## src/hw/rtl/satq_pkg.sv

```systemverilog
`timescale 1ns / 1ps
// ---------------------------------------------------------------------------
// satq_pkg
// Shared types, sizes and helpers for the summed-area table query block.
// ---------------------------------------------------------------------------
package satq_pkg;

  localparam int MAX_ROWS = 64;
  localparam int MAX_COLS = 64;

  localparam int ROW_W  = $clog2(MAX_ROWS);
  localparam int COL_W  = $clog2(MAX_COLS);
  localparam int DEPTH  = MAX_ROWS * MAX_COLS;
  localparam int ADDR_W = $clog2(DEPTH);

  // Field widths fixed by the interface
  localparam int DIM_W   = 7;
  localparam int IDX_W   = 6;
  localparam int PIX_W   = 16;
  localparam int SUM_W   = 32;
  localparam int CFG_A_W = 1;

  // Configuration register indexes
  localparam logic [CFG_A_W-1:0] REG_NUM_ROWS = 1'b0;
  localparam logic [CFG_A_W-1:0] REG_NUM_COLS = 1'b1;

  // Request types
  localparam logic REQ_LOAD  = 1'b0;
  localparam logic REQ_QUERY = 1'b1;

  // Status codes
  localparam logic ST_OK  = 1'b0;
  localparam logic ST_ERR = 1'b1;

  // Controller to datapath commands
  typedef struct packed {
    logic ld_issue;   // load accepted: advance position, read entry above
    logic ld_write;   // write the new table entry
    logic q_issue;    // query accepted: check bounds, read first pair
    logic q_second;   // read second pair, fold first pair
    logic q_finish;   // form the sum and strobe the result
  } satq_cmd_t;

  function automatic logic [DIM_W-1:0] clamp_dim(input logic [DIM_W-1:0] v,
                                                 input logic [DIM_W-1:0] max_v);
    logic [DIM_W-1:0] r;
    r = v;
    if (v == '0) r = DIM_W'(1);
    else if (v > max_v) r = max_v;
    return r;
  endfunction

  function automatic logic [ADDR_W-1:0] addr_of(input logic [ROW_W-1:0] row,
                                                input logic [COL_W-1:0] col);
    return ADDR_W'(row) * ADDR_W'(MAX_COLS) + ADDR_W'(col);
  endfunction

endpackage

```

## src/hw/rtl/satq_ctrl.sv

```systemverilog
`timescale 1ns / 1ps
// ---------------------------------------------------------------------------
// satq_ctrl
// Sequencer: steps a load through read/write and a query through a first
// read, a second read and a finish.
// ---------------------------------------------------------------------------
module satq_ctrl
  import satq_pkg::*;
(
  input  logic      clk_i,
  input  logic      rst_ni,
  input  logic      start_i,
  input  logic      req_type_i,
  output logic      busy_o,
  output satq_cmd_t cmd_o
);

  typedef enum logic [1:0] {
    S_IDLE,
    S_LD_WR,
    S_Q_RD2,
    S_Q_FIN
  } state_e;

  state_e state_q;
  logic   busy_q;
  logic   accept;

  assign accept = start_i & ~busy_q;
  assign busy_o = busy_q;

  always_comb begin
    cmd_o          = '0;
    cmd_o.ld_issue = accept & (req_type_i == REQ_LOAD);
    cmd_o.q_issue  = accept & (req_type_i == REQ_QUERY);
    cmd_o.ld_write = (state_q == S_LD_WR);
    cmd_o.q_second = (state_q == S_Q_RD2);
    cmd_o.q_finish = (state_q == S_Q_FIN);
  end

  always_ff @(posedge clk_i or negedge rst_ni) begin
    if (!rst_ni) begin
      state_q <= S_IDLE;
      busy_q  <= 1'b0;
    end else begin
      unique case (state_q)
        S_IDLE: begin
          if (accept) begin
            busy_q  <= 1'b1;
            state_q <= (req_type_i == REQ_LOAD) ? S_LD_WR : S_Q_RD2;
          end
        end
        S_LD_WR: begin
          busy_q  <= 1'b0;
          state_q <= S_IDLE;
        end
        S_Q_RD2: begin
          state_q <= S_Q_FIN;
        end
        S_Q_FIN: begin
          busy_q  <= 1'b0;
          state_q <= S_IDLE;
        end
        default: begin
          busy_q  <= 1'b0;
          state_q <= S_IDLE;
        end
      endcase
    end
  end

endmodule

```

## config.mk

```make
export PLATFORM = sky130hd
export DESIGN_NAME = satq_ctrl
export DESIGN_NICKNAME = d
export VERILOG_FILES = /design/src/hw/rtl/satq_pkg.sv /design/src/hw/rtl/satq_ctrl.sv
export SDC_FILE = /design/constraint.sdc
export NUM_CORES = 1
export LEC_CHECK = 0
export ABC_AREA = 1
export BUFFER_PORTS_ARGS = -buffer_cell sky130_fd_sc_hd__buf_2
export CAP_MARGIN = 20
export CORE_AREA = 2 2 39 41
export DETAILED_ROUTE_END_ITERATION = 8
export DIE_AREA = 0 0 41 43
export MAX_ROUTING_LAYER = met4
export SLEW_MARGIN = 20
export SYNTH_ARGS = -nofsm -noshare
export SYNTH_HDL_FRONTEND = slang
export SYNTH_SLANG_ARGS = --single-unit
```

## constraint.sdc

```tcl
create_clock -name clk_i -period 0.9 [get_ports clk_i]
set_input_delay 0.045 -clock clk_i [delete_from_list [all_inputs] [get_ports clk_i]]
set_output_delay 0.045 -clock clk_i [all_outputs]
set_load 0.03 [all_outputs]
```

==> Word-level counts from Yosys, hierarchy flattened <==
Index checks and enable logic that the tools add are counted.
{ "classes": {"bitwise_logic": 5, "n_reduce_logical": 4, "eq_ne": 4, "n_mux": 5} }
{ "ops": {"columns": ["operator", "n"], "rows": [
  ["$pmux W2 S3", 1],
  ["$eq A2 B2 Y1 const B", 2],
  ["$mux W2", 2],
  ["$and A1 B1 Y1", 3],
  ["$eq A2 B1 Y1 const B", 1],
  ["$logic_not A2 Y1", 1],
  ["$ne A2 B2 Y1 const B", 1],
  ["$not A1 Y1", 2],
  ["$pmux W1 S2", 1],
  ["$reduce_and A2 Y1", 1],
  ["$reduce_bool A2 Y1", 1],
  ["$reduce_or A2 Y1", 1],
  ["$mux W1", 1]
]} }
{ "word_totals": {"reg_bits": 3, "output_inout_bits": 6, "in_bits": 4} }

==> Depth between registers and ports, before layout <==
Gate-level depths: netlist of the first run.
{ "logic_depth": {"ltp_word": 4, "ltp_mapped": 4, "depth_no_buf": 4} }

==> Least setup slack after synthesis of the first run <==
Ideal clock, no wire load.
{ "synth_path": {"path_kind": "reg-to-output", "from": "register busy_q, in the netlist busy_o", "to": "output cmd_o[2] in the netlist's numbering", "stages_incl_launch_ff": 4, "n_path_buf": 0, "arrival_time_ns": 1.114, "path_slack_ns": -0.259, "path_cell_list": "dfrtp_1 -> nor2_1 -> inv_1 -> nor2_1"} }
{ "synth_rtl": {"columns": ["item", "line_no", "text"], "rows": [
  ["from (decl)", "satq_ctrl.sv:26", "logic busy_q;"],
  ["from (signal assigned)", "satq_ctrl.sv:44", "busy_q <= 1'b0;"],
  ["from (signal assigned)", "satq_ctrl.sv:49", "busy_q <= 1'b1;"],
  ["from (signal assigned)", "satq_ctrl.sv:54", "busy_q <= 1'b0;"],
  ["to (decl)", "satq_ctrl.sv:15", "output satq_cmd_t cmd_o"]
]} }

==> Worst setup path in the final report of the first run <==
{ "layout_path": {"from": "register busy_q, in the netlist busy_o", "to": "output busy_o"} }
{ "layout_rtl": {"columns": ["item", "line_no", "text"], "rows": [
  ["to (decl)", "satq_ctrl.sv:14", "output logic busy_o,"]
]} }
No word-level cell between the ends.

==> run_results.csv, run 1 <==
group,metric,value,unit
grt,grt_max_degree,6,
routing,routed_wl,415,um
logic_synthesis,synth_edf_count,0,
final_layout,drive_above_1_share,60.0,%
place,numPortBuffers,9,
sta,fmax,947,MHz
logic_synthesis,async_flop_share,100,%
power,leakage,0.177,nW
clock_tree,cts.path.max_buffers,2,
sta,fin_crit_sh,117,%
final_layout,nNetsFinal,45,
floorplan,fp.dieW,41,um
routing,drc,0,
final_layout,insertedDiodeCount,0,
worst_setup_path,cp.required,0.85,ns
floorplan,rows,14,
routing,drtIter0Drc,0,
floorplan,die_h,43,um
logic_synthesis,ys_seq_area_share,48.0,%
min_path,holdCritPathClass,"in -> reg",
sta,tns,-0.784,ns
floorplan,start_util,11.3,%
worst_setup_path,critical_path_class,"reg -> out",
floorplan,pin_count,10,
logic_synthesis,synth-seq-cells,3,
final_layout,area_growth,122,%
logic_synthesis,syn_area,156,um^2
routing,drtPass1Iterations,1,
clock_tree,clkTransAtPathRegs,0.03,ns
grt,grt_pass1_wl,641,um
place,post-place-ws,-0.0185,ns
power,powerDensity,3600,nW/um^2
worst_setup_path,cp_max_fo,2,
floorplan,design.core.area,1380,um^2
logic_synthesis,synth_top_area_cell,"dfrtp_1",
logic_synthesis,ys.flop_type,"dfrtp_1",
logic_synthesis,synth_nets,27,
logic_synthesis,synth.distinct_cells,8,
final_layout,nFillCells,161,
sta,setup_violations,9,
routing,vias,192,
sta,drv_slew,0,
final_layout,fin_util,25.1,%
clock_tree,insertion_delay,0.23,ns
logic_synthesis,synth_warnings,0,
clock_tree,cts_tree,"done",
grt,antenna_found_initial,0,
sta,grt_setup_unrepaired,"yes",
clock_tree,root_buffer,"clkbuf_4",
worst_setup_path,start_kind,"flip-flop",
grt,grt_use_total,6.60,%
place,dp_hpwl,298,um
place,gp_congestion,0.592,
clock_tree,clock-sinks,3,
logic_synthesis,syn_avg_cell_area,6.80,um^2
logic_synthesis,synthTopCellsByCount,"nor2_1, inv_1, dfrtp_1",
grt,grt_pass1_vias,182,
logic_synthesis,ys_top_cells_by_area,"dfrtp_1, nor2_1, inv_1",
worst_setup_path,end_kind,"output pin",
run,maxCapViolations,0,
power,ir_drop,0.732,mV
status,run_status,"finished, violations left",
logic_synthesis,synth.most_common_cell,"nor2_1",
sta,setup_slack,-0.156,ns
routing,routed_via_density,3.43,
status,violations,"negative setup slack",
grt,grt-ovfl-total,0,
logic_synthesis,synthCells,23,
routing,avgRoutedWirePerCell,7.41,um
sta,finalHoldViolCount,0,
clock_tree,cts_buffers,3,
sta,tightest_slew,0.177,ns
sta,hold_ws,0.0845,ns
sta,fin_crit,1.06,ns
worst_setup_path,critPathArrivalTime,1.01,ns
clock_tree,h-tree-depth,1,
sta,skew,0.00133,ns
sta,slew_headroom,88.2,%
floorplan,die-area,1760,um^2
routing,ant_nets,0,
logic_synthesis,yosysTopAreaCellShare,48.0,%
-- stage by stage --
stage / cell area, um^2 / instances / power, W
finish: 348 / 56 / 0.00125
floorplan: 175 / 23 / 0.000635
global route: 348 / 56 / 0.00134
detailed placement: 248 / 49 / 0.000798
CTS: 340 / 55 / 0.00124
global placement: 248 / 49 / 0.000790
-- report_power, final --
group	total [W]	switching [W]	internal, W
registers	0.000280	0.0000774	0.000203
clock network	0.000229	0.0000632	0.000166
logic	0.000742	0.000401	0.000341
total	0.00125	0.000542	0.000709
-- critical path, stage by stage, from the launching register on --
cell and delay (ns):
dfrtp_2 0.41, buf_4 0.14, buf_6 0.11, buf_6 0.13
-- flip-flops by register name, indices dropped and copies added, names as in the netlist --
name,count
state_q,2
busy_o,1
-- repair_timing --
item / 4_1_cts / 5_1_grt
pin swaps: 3 / 1
setup endpoints to repair: 6 / 9
resized for setup: 15 / 0
hold buffers: 1 / 0
buffers inserted: 1 / 1
endpoints found under the hold margin: 3 / 0
-- layout by cell type, fill, tap and decap left out --
cell type / count
nand2_1: 2
clkbuf_4: 3
dfrtp_1: 2
a21oi_2: 1
nor2_1: 5
o21ai_0: 1
nor2_4: 3
buf_6: 6
dlygate4sd3_1: 1
o21bai_1: 1
buf_4: 3
clkbuf_1: 1
dfrtp_2: 1
inv_2: 3
inv_1: 3
buf_2: 3
nor2_2: 1
-- metal layers --
| layer | track usage, % | up-vias | part of all wire, % |
|---|---|---|---|
| met5 | - | - | 0 |
| met4 | 8.00 | 0 | 0 |
| met3 | 4.71 | 0 | 6.0 |
| met2 | 9.69 | 4 | 60 |
| met1 | 3.88 | 87 | 33 |
| li1 | - | 101 | - |
-- layout make-up --
type                            instances  area, um^2  area share [%]
Sequential cell                         3        76.3            21.9
Timing Repair Buffer                   13         115            33.1
Multi-Input combinational cell         14        87.6            25.2
Inverter                                6        22.5            6.47
Tap cell                               16        20.0            5.76
Clock buffer                            4        26.3            7.55
-- kinds of logic (layout without fill, tap and decap cells) --
| group | count (synthesis) | after routing | synth area share [%] |
|---|---|---|---|
| DFF | 3 | 3 | 48.0 |
| AOI/OAI and AO/OA | 3 | 3 | 11.2 |
| and+or+nand+nor | 11 | 11 | 26.4 |
| buffers and inverters | 6 | 23 | 14.4 |
-- worst paths after layout --
check | start | end | slack, ns | depth (start not counted)
worst max-delay path | busy_o | busy_o | -0.16 | 3
worst min-delay path | start_i | busy_o | 0.08 | 3
worst max register to register | state_q[0] | state_q[1] | -0.05 | 5
worst min register to register | state_q[0] | busy_o | 0.53 | 1
max in group asynchronous | rst_ni | busy_o | 0.64 | 2
min in group asynchronous | rst_ni | state_q[0] | 0.14 | 2
Note: power is estimated with default switching activity, not from simulation.
==> run 2, diff against run 1 <==
--- a/config.mk
+++ b/config.mk
@@ -5,7 +5,7 @@
 export SDC_FILE = /design/constraint.sdc
 export NUM_CORES = 1
 export LEC_CHECK = 0
-export ABC_AREA = 1
+export ABC_AREA = 0
 export BUFFER_PORTS_ARGS = -buffer_cell sky130_fd_sc_hd__buf_2
 export CAP_MARGIN = 20
 export CORE_AREA = 2 2 39 41
==> run 2 against run 1 <==
  * The flow still finishes with violations (negative setup slack)
  * Combinational power grew 2%
  * Clock skew grew 0.00091 ns
  * Critical path depth shrank 1
  * Sequential power grew 6%
  * Register-to-register slack gained 0.04 ns
  * Via count shrank 9.9%
  * Maximum frequency shrank 4.2%
  * Critical endpoint is now cmd_o[2]
  * Largest cell class unchanged
  * Highest routed layer is now met4
==> run_results.csv, run 2 <==
group,metric,value,unit
status,run_status,"finished, violations left",
status,violations,"negative setup slack",
logic_synthesis,synth_top_family_by_area,"simple AND/OR/NAND/NOR gates",
logic_synthesis,synth_compound_area_share,16.7,%
logic_synthesis,synth.distinct_cells,9,
routing,drc,0,
logic_synthesis,synth_edf_count,0,
worst_setup_path,r2r-start,"state_q[1]",
power,internal_power,0.000808,W
logic_synthesis,synth.most_common_cell,"dfrtp_1",
worst_setup_path,r2r_setup_slack,-0.01,ns
final_layout,final_common_cell,"buf_6",
sta,finalHoldViolCount,0,
logic_synthesis,synth-seq-cells,3,
grt,antenna_found_initial,0,
clock_tree,h-tree-depth,1,
routing,routed_via_density,3.68,
grt,grt_pass1_wl,607,um
final_layout,largest_register_ffs,2,
sta,fmax,908,MHz
clock_tree,cts.path.max_buffers,2,
sta,grt_setup_unrepaired,"yes",
final_layout,insertedDiodeCount,0,
final_layout,multi_input_area,108,um^2
grt,grt_max_degree,6,
grt,grt-ovfl-total,0,
logic_synthesis,synth_mux_area_share,0,%
worst_setup_path,end_kind,"output pin",
routing,ant_nets,0,
power,ir_drop,0.680,mV
logic_synthesis,synth_warnings,0,
place,gp_congestion,0.566,
sta,fin_crit,1.10,ns
final_layout,nFillCells,153,
power,switching_share,37.7,%
sta,drv_slew,0,
logic_synthesis,synth_nets,17,
logic_synthesis,async_flop_share,100,%
routing,avgRoutedWirePerCell,10.4,um
worst_setup_path,critPathArrivalTime,1.06,ns
logic_synthesis,synthCells,13,
sta,hold_ws,0.0896,ns
clock_tree,root_buffer,"clkbuf_4",
worst_setup_path,cp_max_fo,3,
sta,tns,-0.815,ns
floorplan,design.core.area,1380,um^2
logic_synthesis,ys_top_cells_by_area,"dfrtp_1, o21ba_1, nor2b_1",
logic_synthesis,yosys.area_share.simple,30.8,%
logic_synthesis,yosysTopAreaCellShare,50.0,%
sta,fin_crit_sh,122,%
grt,grt_use_total,6.29,%
clock_tree,insertion_delay,0.24,ns
logic_synthesis,ys_seq_area_share,50.0,%
final_layout,final_cell_area,367,um^2
worst_setup_path,cp.required,0.85,ns
floorplan,rows,14,
logic_synthesis,syn_area,150,um^2
routing,drtPass1Iterations,2,
place,dp.cells,38,
logic_synthesis,synth_adder_area_share,0,%
worst_setup_path,critical_path_class,"reg -> out",
floorplan,die-area,1760,um^2
logic_synthesis,synthTopCellsByCount,"dfrtp_1, nor2b_1, o21ba_1",
final_layout,instances_no_fill,47,
clock_tree,cts_tree,"done",
floorplan,die_h,43,um
floorplan,start_util,10.8,%
routing,routed_wl,488,um
logic_synthesis,ys.flop_type,"dfrtp_1",
final_layout,top_register,"state_q",
run,maxCapViolations,0,
place,place_area,224,um^2
min_path,holdCritPathClass,"in -> reg",
min_path,hold_path_depth,3,
floorplan,pin_count,10,
sta,tightest_slew,0.176,ns
sta,skew,0.00224,ns
worst_setup_path,r2r-end,"busy_o",
final_layout,nNetsFinal,36,
floorplan,fp.dieW,41,um
grt,grt_pass1_vias,154,
power,switchingPower,0.000488,W
final_layout,area_growth,144,%
logic_synthesis,synth_xor_area_share,0,%
final_layout,mostFrequentLayoutCells,"buf_6, dfrtp_2, clkbuf_4, buf_2",
power,powerDensity,3530,nW/um^2
sta,setup_slack,-0.202,ns
worst_setup_path,reg2reg_depth,3,
power,p_seq_share,23.0,%
logic_synthesis,syn_avg_cell_area,11.5,um^2
power,p_comb_share,58.3,%
routing,vias,173,
final_layout,drive_above_1_share,83.9,%
clock_tree,cts_buffers,3,
clock_tree,clock-sinks,3,
min_path,whs_endpoint,"busy_o",
routing,drtIter0Drc,3,
worst_setup_path,start_kind,"flip-flop",
power,leakage,0.182,nW
min_path,hold_path_startpoint,"start_i",
sta,setup_violations,7,
place,post-place-ws,-0.00590,ns
logic_synthesis,synth_top_area_cell,"dfrtp_1",
final_layout,seqCellArea,78.8,um^2
sta,slew_headroom,88.2,%
power,pwr-share-clk,18.7,%
clock_tree,clkTransAtPathRegs,0.04,ns
place,numPortBuffers,9,
run 2: cell count changes after synthesis, moves of 2 or more:
| cell | previous run | this run |
|---|---|---|
| nor2_1 | 9 | 0 |
| inv_1 | 4 | 1 |
| inv_2 | 2 | 0 |
| nor2b_1 | 0 | 2 |
| o21ba_1 | 0 | 2 |
| nand2_1 | 2 | 0 |
run 2: timing repair:
item / 4_1_cts / 5_1_grt
endpoints found under the hold margin: 3 / 0
buffers inserted: 3 / 1
hold buffers: 1 / 0
pin swaps: 1 / 1
setup endpoints to repair: 5 / 8
gates resized for setup: 11 / 12
run 2: stage by stage:
step                      util [%]  total power (W)
after global routing          26.5          0.00137
after floorplan                  -         0.000560
after CTS                     22.8          0.00110
after detailed placement      16.2         0.000675
final                         26.5          0.00130
after global placement        16.2         0.000668
run 2: power by group through the flow:
| stage | sequential, W | combinational [W] | clock, W |
|---|---|---|---|
| 3_5_place_dp | 0.000276 | 0.000400 | 0 |
| 6_report | 0.000298 | 0.000755 | 0.000243 |
| 2_1_floorplan | 0.000310 | 0.000250 | 0 |
| 3_3_place_gp | 0.000270 | 0.000398 | 0 |
| 4_1_cts | 0.000265 | 0.000591 | 0.000250 |
| 5_1_grt | 0.000308 | 0.000810 | 0.000256 |
run 2: worst max-delay path by stage:
stage / from / end / slack (ns)
after detailed placement: busy_o / cmd_o[2] / -0.006
after floorplan: busy_o / state_q[0] / -0.18
final: busy_o / cmd_o[2] / -0.20
after global routing: busy_o / cmd_o[2] / -0.24
after CTS: busy_o / cmd_o[2] / -0.20
after global placement: busy_o / cmd_o[2] / 0.009
run 2: worst max-delay path, stage by stage, from the launching register on:
cell	delay [ns]
dfrtp_2	0.42
and3b_2	0.27
buf_6	0.13
run 2: metal layers:
layer  up-vias  wire length [um]  track usage (%)
met5         -                 0                -
met2        12               215             5.94
met3         4                58             4.71
met1        78               190             6.80
li1         79                 -                -
met4         0                24             8.00
run 2: kinds of logic (layout without fill, tap and decap cells):
group / count (synthesis) / after routing
AOI/OAI and AO/OA: 3 / 3
buffers and inverters: 1 / 19
DFF: 3 / 3
and+or+nand+nor: 6 / 6
run 2: cell type report:
| cell class | instances | area share [%] |
|---|---|---|
| Multi-Input combinational cell | 9 | 29.4 |
| Timing Repair Buffer | 14 | 35.5 |
| Inverter | 1 | 1.02 |
| Sequential cell | 3 | 21.5 |
| Tap cell | 16 | 5.46 |
| Clock buffer | 4 | 7.17 |
